## src/frsl_pkg.sv

```systemverilog
package frsl_pkg;

  localparam int unsigned NOW_W    = 32;
  localparam int unsigned RATE_W   = 8;
  localparam int unsigned MISSED_W = 32;
  localparam int unsigned NOM_W    = 12;
  localparam int unsigned SCALE_W  = 17;

  localparam int unsigned MAX_WINDOW_FRAMES_DEF = 40000;

  // nominal rates in hundredths of a frame per second
  localparam int unsigned NOM_30    = 2997;
  localparam int unsigned NOM_1     = 100;
  localparam int unsigned NOM_OTHER = 2500;

  // ms-to-hundredths scale (100 * 1000)
  localparam int unsigned MS_SCALE = 100000;

  localparam logic [RATE_W-1:0] RATE_CODE_30  = RATE_W'(30);
  localparam logic [RATE_W-1:0] RATE_CODE_1   = RATE_W'(1);
  localparam logic [RATE_W-1:0] RATE_RESET    = RATE_CODE_30;

  function automatic logic [NOM_W-1:0] nominal_of(input logic [RATE_W-1:0] rate);
    logic [NOM_W-1:0] nom;
    case (rate)
      RATE_CODE_30: nom = NOM_W'(NOM_30);
      RATE_CODE_1:  nom = NOM_W'(NOM_1);
      default:      nom = NOM_W'(NOM_OTHER);
    endcase
    return nom;
  endfunction

endpackage

```

## src/frsl_ifs.sv

```systemverilog
interface frsl_in_if;
  logic                           valid;
  logic                           ready;
  logic [frsl_pkg::NOW_W-1:0]     now_ms;
  modport source (output valid, output now_ms, input ready);
  modport sink   (input valid, input now_ms, output ready);
endinterface

interface frsl_out_if;
  logic                           valid;
  logic                           ready;
  logic                           skip;
  logic [frsl_pkg::MISSED_W-1:0]  frames_missed;
  modport source (output valid, output skip, output frames_missed, input ready);
  modport sink   (input valid, input skip, input frames_missed, output ready);
endinterface

interface frsl_cfg_if;
  logic                           valid;
  logic                           ready;
  logic [frsl_pkg::RATE_W-1:0]    frame_rate;
  modport source (output valid, output frame_rate, input ready);
  modport sink   (input valid, input frame_rate, output ready);
endinterface

```

## src/frame_rate_skip_limiter_top.sv

```systemverilog
// Frame rate skip limiter.
// in_if  : one transfer per arriving frame, payload now_ms (ms timestamp, wraps
//          at 32 bits).
// out_if : one transfer per input frame, in order: skip (1 = drop the frame)
//          and frames_missed (frames dropped in the current window).
// cfg_if : frame_rate register write; always ready. Write only while idle.
//          30 selects 29.97 fps, 1 selects 1 fps, anything else 25 fps.
// Pipeline: a frame taken at in_if goes into the input register, then through
//          the decision logic into the result register that drives out_if.
// Throughput: one frame per cycle while out_if takes results. The window state
//          (start time, frame count, missed count, last rate) is updated at the
//          same edge the result is registered, so the next frame sees it.
// Reset (rst_n low, synchronous): both stages empty, window state cleared,
//          frame_rate back to 30.
// Receiver stall: the result register holds; the input register still takes
//          one more frame, then in_if.ready drops until out_if drains.
module frame_rate_skip_limiter_top #(
  parameter int unsigned MAX_WINDOW_FRAMES = frsl_pkg::MAX_WINDOW_FRAMES_DEF
) (
  input  logic        clk,
  input  logic        rst_n,
  frsl_cfg_if.sink    cfg_if,
  frsl_in_if.sink     in_if,
  frsl_out_if.source  out_if
);

  localparam int unsigned NOW_W    = frsl_pkg::NOW_W;
  localparam int unsigned RATE_W   = frsl_pkg::RATE_W;
  localparam int unsigned MISSED_W = frsl_pkg::MISSED_W;
  localparam int unsigned NOM_W    = frsl_pkg::NOM_W;

  // window frame count never exceeds MAX_WINDOW_FRAMES + 1
  localparam int unsigned WF_W = $clog2(MAX_WINDOW_FRAMES + 2);

  // window time limits, ms, per nominal rate
  localparam longint LIM_30 =
    (longint'(MAX_WINDOW_FRAMES) * longint'(frsl_pkg::MS_SCALE)) / frsl_pkg::NOM_30;
  localparam longint LIM_1 =
    (longint'(MAX_WINDOW_FRAMES) * longint'(frsl_pkg::MS_SCALE)) / frsl_pkg::NOM_1;
  localparam longint LIM_OTHER =
    (longint'(MAX_WINDOW_FRAMES) * longint'(frsl_pkg::MS_SCALE)) / frsl_pkg::NOM_OTHER;

  // elapsed time that survives the limit check fits the largest limit
  localparam int unsigned EL_W   = $clog2(LIM_1 + 1);
  localparam int unsigned PROD_W = NOM_W + EL_W;
  localparam int unsigned RHS_W  = WF_W + frsl_pkg::SCALE_W;
  localparam int unsigned CMP_W  = (PROD_W > RHS_W) ? PROD_W : RHS_W;

  localparam logic [NOW_W-1:0] LIM_30_V    = LIM_30[NOW_W-1:0];
  localparam logic [NOW_W-1:0] LIM_1_V     = LIM_1[NOW_W-1:0];
  localparam logic [NOW_W-1:0] LIM_OTHER_V = LIM_OTHER[NOW_W-1:0];
  localparam logic [WF_W-1:0]  MAX_WF_V    = WF_W'(MAX_WINDOW_FRAMES);
  localparam logic [RHS_W-1:0] SCALE_V     = RHS_W'(frsl_pkg::MS_SCALE);

  // config register
  logic [RATE_W-1:0]   frame_rate_r;
  logic                cfg_fire;

  // input stage
  logic                s1_valid_r;
  logic [NOW_W-1:0]    now_r;

  // window state
  logic [NOW_W-1:0]    win_start_r, win_start_nxt;
  logic [WF_W-1:0]     win_frames_r, win_frames_nxt;
  logic [MISSED_W-1:0] missed_r, missed_nxt;
  logic [RATE_W-1:0]   last_rate_r, last_rate_nxt;

  // result stage
  logic                out_valid_r;
  logic                out_skip_r;
  logic [MISSED_W-1:0] out_missed_r;

  logic                out_free;
  logic                s1_adv;
  logic                in_fire;

  // decision path
  logic                restart;
  logic [NOW_W-1:0]    start1;
  logic [WF_W-1:0]     frames1, frames2, frames3;
  logic [MISSED_W-1:0] missed1;
  logic [NOW_W-1:0]    elapsed_raw, elapsed;
  logic [NOW_W-1:0]    limit;
  logic                over;
  logic [EL_W-1:0]     el_n;
  logic [NOM_W-1:0]    nominal;
  logic [PROD_W-1:0]   prod;
  logic [RHS_W-1:0]    rhs;
  logic                skip;

  assign cfg_if.ready = 1'b1;
  assign cfg_fire     = cfg_if.valid;

  assign out_free     = !out_valid_r || out_if.ready;
  assign s1_adv       = s1_valid_r && out_free;
  assign in_if.ready  = !s1_valid_r || out_free;
  assign in_fire      = in_if.valid && in_if.ready;

  assign nominal = frsl_pkg::nominal_of(frame_rate_r);

  always_comb begin
    case (frame_rate_r)
      frsl_pkg::RATE_CODE_30: limit = LIM_30_V;
      frsl_pkg::RATE_CODE_1:  limit = LIM_1_V;
      default:                limit = LIM_OTHER_V;
    endcase
  end

  always_comb begin
    // window (re)open on a zero start time (as after reset) or a rate change
    restart = (win_start_r == '0) || (last_rate_r != frame_rate_r);
    start1  = restart ? now_r : win_start_r;
    frames1 = restart ? '0 : win_frames_r;
    missed1 = restart ? '0 : missed_r;
    last_rate_nxt = restart ? frame_rate_r : last_rate_r;

    frames2     = frames1 + WF_W'(1);
    elapsed_raw = now_r - start1;
    elapsed     = (elapsed_raw == '0) ? NOW_W'(1) : elapsed_raw;

    // window full or run past its time limit: open a fresh one, frame not counted
    over = (frames2 > MAX_WF_V) || (elapsed > limit);
    if (over) begin
      frames3       = '0;
      win_start_nxt = now_r;
      missed_nxt    = '0;
      el_n          = EL_W'(1);
    end else begin
      frames3       = frames2;
      win_start_nxt = start1;
      missed_nxt    = missed1;
      el_n          = elapsed[EL_W-1:0];
    end

    // skip when frames - 1 > floor(nominal * el / scale),
    // i.e. nominal * el < (frames - 1) * scale
    prod = {{EL_W{1'b0}}, nominal} * {{NOM_W{1'b0}}, el_n};
    rhs  = RHS_W'(frames3 - WF_W'(1)) * SCALE_V;
    skip = (frames3 != '0) && (CMP_W'(prod) < CMP_W'(rhs));

    win_frames_nxt = skip ? (frames3 - WF_W'(1)) : frames3;
    if (skip) begin
      missed_nxt = missed_nxt + MISSED_W'(1);
    end
  end

  always_ff @(posedge clk) begin
    if (!rst_n) begin
      frame_rate_r <= frsl_pkg::RATE_RESET;
      s1_valid_r   <= 1'b0;
      out_valid_r  <= 1'b0;
      win_start_r  <= '0;
      win_frames_r <= '0;
      missed_r     <= '0;
      last_rate_r  <= '0;
    end else begin
      if (cfg_fire) begin
        frame_rate_r <= cfg_if.frame_rate;
      end
      if (in_if.ready) begin
        s1_valid_r <= in_if.valid;
      end
      if (out_free) begin
        out_valid_r <= s1_valid_r;
      end
      if (s1_adv) begin
        win_start_r  <= win_start_nxt;
        win_frames_r <= win_frames_nxt;
        missed_r     <= missed_nxt;
        last_rate_r  <= last_rate_nxt;
      end
    end
  end

  always_ff @(posedge clk) begin
    if (in_fire) begin
      now_r <= in_if.now_ms;
    end
    if (s1_adv) begin
      out_skip_r   <= skip;
      out_missed_r <= missed_nxt;
    end
  end

  assign out_if.valid         = out_valid_r;
  assign out_if.skip          = out_skip_r;
  assign out_if.frames_missed = out_missed_r;

  // stored frame count stays within the window size
  a_frames_bound: assert property (@(posedge clk) disable iff (!rst_n)
    win_frames_r <= MAX_WF_V)
    else $error("window frame count above limit");

  // a waiting frame in the input stage is not lost or overwritten
  a_s1_hold: assert property (@(posedge clk) disable iff (!rst_n)
    (s1_valid_r && !out_free) |=> (s1_valid_r && $stable(now_r)))
    else $error("input stage lost a frame under stall");

  // result stage keeps its item until it is taken
  a_out_hold: assert property (@(posedge clk) disable iff (!rst_n)
    (out_valid_r && !out_if.ready) |=> out_valid_r)
    else $error("result dropped under stall");

  // after a processed frame the window tracks the current rate setting
  a_rate_track: assert property (@(posedge clk) disable iff (!rst_n)
    (s1_adv && !cfg_fire) |=> (last_rate_r == frame_rate_r))
    else $error("window rate not updated");

  // a frame that opens a fresh window is never skipped
  a_no_skip_fresh: assert property (@(posedge clk) disable iff (!rst_n)
    (s1_adv && over) |=> !out_skip_r)
    else $error("skip on fresh window");

endmodule

```

## src/flat_wrapper.sv

```systemverilog
// flat-port wrapper written by rule: the top's interface ports become plain ports
module frame_rate_skip_limiter_top_flat 
#(
  parameter int unsigned MAX_WINDOW_FRAMES = frsl_pkg::MAX_WINDOW_FRAMES_DEF
)
  (clk, rst_n, cfg_if_valid, cfg_if_frame_rate, cfg_if_ready, in_if_valid, in_if_now_ms, in_if_ready, out_if_valid, out_if_skip, out_if_frames_missed, out_if_ready);
  frsl_cfg_if cfg_if_i ();
  frsl_in_if in_if_i ();
  frsl_out_if out_if_i ();
  input  logic clk;
  input  logic rst_n;
  input wire logic [$bits(cfg_if_i.valid)-1:0] cfg_if_valid;
  input wire logic [$bits(cfg_if_i.frame_rate)-1:0] cfg_if_frame_rate;
  output wire logic [$bits(cfg_if_i.ready)-1:0] cfg_if_ready;
  input wire logic [$bits(in_if_i.valid)-1:0] in_if_valid;
  input wire logic [$bits(in_if_i.now_ms)-1:0] in_if_now_ms;
  output wire logic [$bits(in_if_i.ready)-1:0] in_if_ready;
  output wire logic [$bits(out_if_i.valid)-1:0] out_if_valid;
  output wire logic [$bits(out_if_i.skip)-1:0] out_if_skip;
  output wire logic [$bits(out_if_i.frames_missed)-1:0] out_if_frames_missed;
  input wire logic [$bits(out_if_i.ready)-1:0] out_if_ready;
  assign cfg_if_i.valid = cfg_if_valid;
  assign cfg_if_i.frame_rate = cfg_if_frame_rate;
  assign cfg_if_ready = cfg_if_i.ready;
  assign in_if_i.valid = in_if_valid;
  assign in_if_i.now_ms = in_if_now_ms;
  assign in_if_ready = in_if_i.ready;
  assign out_if_valid = out_if_i.valid;
  assign out_if_skip = out_if_i.skip;
  assign out_if_frames_missed = out_if_i.frames_missed;
  assign out_if_i.ready = out_if_ready;
  frame_rate_skip_limiter_top #(.MAX_WINDOW_FRAMES(MAX_WINDOW_FRAMES)) u_core (.clk(clk), .rst_n(rst_n), .cfg_if(cfg_if_i), .in_if(in_if_i), .out_if(out_if_i));
endmodule
```

## config.mk

```make
export PLATFORM = sky130hd
export DESIGN_NAME = frame_rate_skip_limiter_top_flat
export DESIGN_NICKNAME = d
export VERILOG_FILES = /design/src/frsl_pkg.sv /design/src/frsl_ifs.sv /design/src/frame_rate_skip_limiter_top.sv /design/src/flat_wrapper.sv
export SDC_FILE = /design/constraint.sdc
export NUM_CORES = 1
export LEC_CHECK = 0
export BUFFER_PORTS_ARGS = -buffer_cell sky130_fd_sc_hd__buf_2
export CAP_MARGIN = 10
export CELL_PAD_IN_SITES_DETAIL_PLACEMENT = 0
export CELL_PAD_IN_SITES_GLOBAL_PLACEMENT = 1
export CORE_ASPECT_RATIO = 1.1
export CORE_UTILIZATION = 45
export DETAILED_ROUTE_END_ITERATION = 12
export PLACE_DENSITY = 0.84
export SYNTH_ARGS = -nofsm -noshare
export SYNTH_HDL_FRONTEND = slang
export SYNTH_SLANG_ARGS = --single-unit
```

## constraint.sdc

```tcl
create_clock -name clk -period 17.2 [get_ports clk]
set_clock_uncertainty 0.15 [all_clocks]
set_input_delay 4.3 -clock clk [delete_from_list [all_inputs] [get_ports clk]]
set_output_delay 4.3 -clock clk [all_outputs]
set_load 0.05 [all_outputs]
```

==> impl_metrics.ini <==
[sta]
tightest_slew_ns = 1.079
maxClockFrequency_ghz = 0.06110
max-slew-margin-rel_pct = 27.89
timing.final.ws_setup_ns = 0.8321
hold_viol_final = 0
post-route-period-util_pct = 95.16
setup_viol = 0
maxSlewViolCount = 0
setup_tns_ns = 0
holdWs_ns = 0.3201
period_needed_ns = 16.37

[routing]
drt-met1-wl_um = 27280
wl_um = 63600
met3_length_um = 1909
dr.pass1.iters = 7
top_layer_used = met4
met2WireLength_um = 32250
num_vias = 19760
drc = 0
drtIter0Drc = 1174
wire_per_inst_um = 18.09
ant_nets = 0
routed_via_density = 5.621

[synth]
syn_nets = 3363
async_reset_ff_share_pct = 0
syn_inst = 2805
ys_warn_count = 0
postSynthAreaPerCell_um2 = 8.370
ys_seq_elements = 163
syn-cell-area_um2 = 23480
ys.flop_type = dfxtp_1
synth_cell_types = 97
synth_edf_count = 65
synth_seq_area_share_pct = 16.67

[clock_tree]
clk_path_buf_depth = 2
root_buffer = clkbuf_16
htreeDepth = 4
clk_latency_ns = 0.46
numClockSinks = 163
cts_tree = done
clk_pin_slew_ns = 0.07
cts_made_buffers = 17

[worst_setup_path]
cp-end-kind = register
cp_data_arrival_time_ns = 16.60
critPathRequiredTime_ns = 17.43
critical_path.top_delay_family = compound AO/OA/AOI/OAI gates
slowest_delay_ns = 0.55
critPathKind = reg2reg
crit_fanout = 37
crit_slowest_cell = fa_1
critical_path_buf_inv_count = 12
start_kind = register
path_common_cell = a21o_1

[finish]
antenna-diode-count = 0
drive_above_1_share_pct = 7.301
area_delta_synth_final_pct = 7.541
fin_util_pct = 49.14
final_cells = 3516
nets = 3394
fillers = 4948

[placement]
gp_congestion = 0.9296
dp_hpwl_um = 52120
dpl.cell_count = 3479
port_buffers = 79
place_ws_ns = 0.2794

[run_status]
status = finished clean

[grt]
grt_max_degree = 85
grtUsageTotal_pct = 24.22
overflow = 0
antenna_found_initial = 0
grt_pass1_vias = 20010
grt_pass1_wl_um = 102600

[floorplanning]
initial_utilization_pct = 45.70
die_area_um2 = 53090
fp-row-count = 87
core_um2 = 51380
die_width_um = 219.8
die_h_um = 241.6
ios = 81

[min_path]
hold_path.class = reg2reg

[power_and_ir_drop]
ir_drop_uv = 80.84
power_density_nw_per_um2 = 65.96
p_leak_uw = 0.01209

[flow_run]
max_cap_violations = 0
flip-flops by register name, summed over array words and instances (netlist names):
name,flops
u_core.missed_r,32
u_core.now_r,32
u_core.out_if.frames_missed,32
u_core.win_start_r,32
u_core.win_frames_r,16
u_core.frame_rate_r,8
u_core.last_rate_r,8
u_core.out_if.skip,1
u_core.out_if.valid,1
u_core.s1_valid_r,1
per-layer routing:
metal / up-vias / GRT usage [%]
li1: 9570 / -
met1: 9627 / 30.13
met2: 437 / 42.71
met3: 130 / 2.264
met4: 0 / 9.391
met5: - / 0
cell families (layout without fill, tap and decap cells):
family                     count (synthesis)  count (layout)  share of synthesized area (%)
buffers and inverters                    581             625                          9.550
AOI/OAI and AO/OA                        524             524                          14.68
and+or+nand+nor                          815             815                          17.01
adders and majority gates                513             513                          34.05
DFF                                      163             163                          16.67
other                                      1               1                        0.01597
xor gates and xnor gates                 164             164                          6.118
muxes                                     44              44                          1.902
cell usage after synthesis (11+ instances only):
master,n,area (um^2)
a2111oi_0,14,122.6
a211oi_1,15,112.6
a21o_1,51,382.9
a21oi_1,169,845.8
a31oi_1,33,206.5
and2_1,21,131.4
and3_1,29,181.4
and4_1,11,96.34
buf_2,18,90.09
clkbuf_1,74,277.8
dfxtp_1,98,1962
edfxtp_1,65,1952
fa_1,210,4204
ha_1,303,3791
inv_1,469,1760
mux2i_1,39,390.4
nand2_1,256,960.9
nand2b_1,21,131.4
nand3_1,59,295.3
nand4_1,42,262.8
nor2_1,186,698.2
nor2b_1,27,168.9
nor3_1,65,325.3
o2111ai_1,14,122.6
o211ai_1,18,135.1
o21a_1,11,82.58
o21ai_0,84,420.4
o21bai_1,17,127.6
o31ai_1,12,90.09
or2_2,12,75.07
or3_1,34,212.7
or4_1,15,112.6
xnor2_1,93,814.5
xor2_1,71,621.9
layout by cell type (no fill, tap or decap), types with 6 or more instances in the layout:
cell type  count
inv_1        467
ha_1         302
nand2_1      254
fa_1         210
nor2_1       184
a21oi_1      168
dfxtp_1       98
xnor2_1       92
o21ai_0       84
buf_2         79
xor2_1        70
edfxtp_1      65
nor3_1        64
nand3_1       59
a21o_1        51
nand4_1       42
buf_4         40
mux2i_1       39
or3_1         34
a31oi_1       33
and3_1        29
nor2b_1       27
and2_1        21
nand2b_1      20
o211ai_1      18
clkbuf_16     17
o21bai_1      16
or4_1         15
o2111ai_1     14
a211oi_1      14
a2111oi_0     13
or2_2         12
and4_1        11
o21a_1        11
o22ai_1       10
o31ai_1       10
nor4_1         8
a211o_1        6
inv_6          6
worst reg2reg max path: cells and delay by family (launching register included):
kind	cells	cell delay, ns
buffers and inverters	12	1.98
AOI/OAI and AO/OA	26	5.12
xor gates and xnor gates	2	0.17
muxes	1	0.20
and+or+nand+nor	16	4.38
adders and majority gates	9	3.87
DFF	1	0.42
metrics by stage:
| stage | instance area (um^2) | power (uW) |
|---|---|---|
| 5_1_grt | 25250 | 1792 |
| 2_1_floorplan | 23480 | 1059 |
| 4_1_cts | 25110 | 1672 |
| 3_5_place_dp | 24560 | 1292 |
| 3_3_place_gp | 24560 | 1275 |
| 6_report | 25250 | 1665 |
cell type report:
cell class	instances	area (um^2)	share of cell area, %
Inverter	471	1773	7.022
Clock inverter	14	126.4	0.5005
Clock buffer	18	429.2	1.700
Tap cell	667	834.6	3.305
Timing Repair Buffer	122	738.2	2.924
Multi-Input combinational cell	2061	17430	69.05
Sequential cell	163	3914	15.50
what timing repair did:
item                       CTS  global route
hold buffers                 0             0
setup endpoints to repair    0            81
buffers inserted             0             5
gates resized for setup      0            20
where the power goes:
| part | switching (uW) | total [uW] | internal, uW |
|---|---|---|---|
| Sequential | 15.9 | 434 | 418 |
| Combinational | 524 | 864 | 340 |
| Clock | 168 | 368 | 200 |
path summary, 6_finish.rpt:
check                                            from                    end  slack (ns)  depth (start not counted)
worst max-delay path            u_core.win_start_r[6]     u_core.missed_r[5]        0.83                         66
worst min register to register  u_core.last_rate_r[2]  u_core.last_rate_r[2]        0.32                          2
worst max register to register  u_core.win_start_r[6]     u_core.missed_r[5]        0.83                         66
worst min-delay path            u_core.last_rate_r[2]  u_core.last_rate_r[2]        0.32                          2
Note: power is estimated with default switching activity, not from simulation.
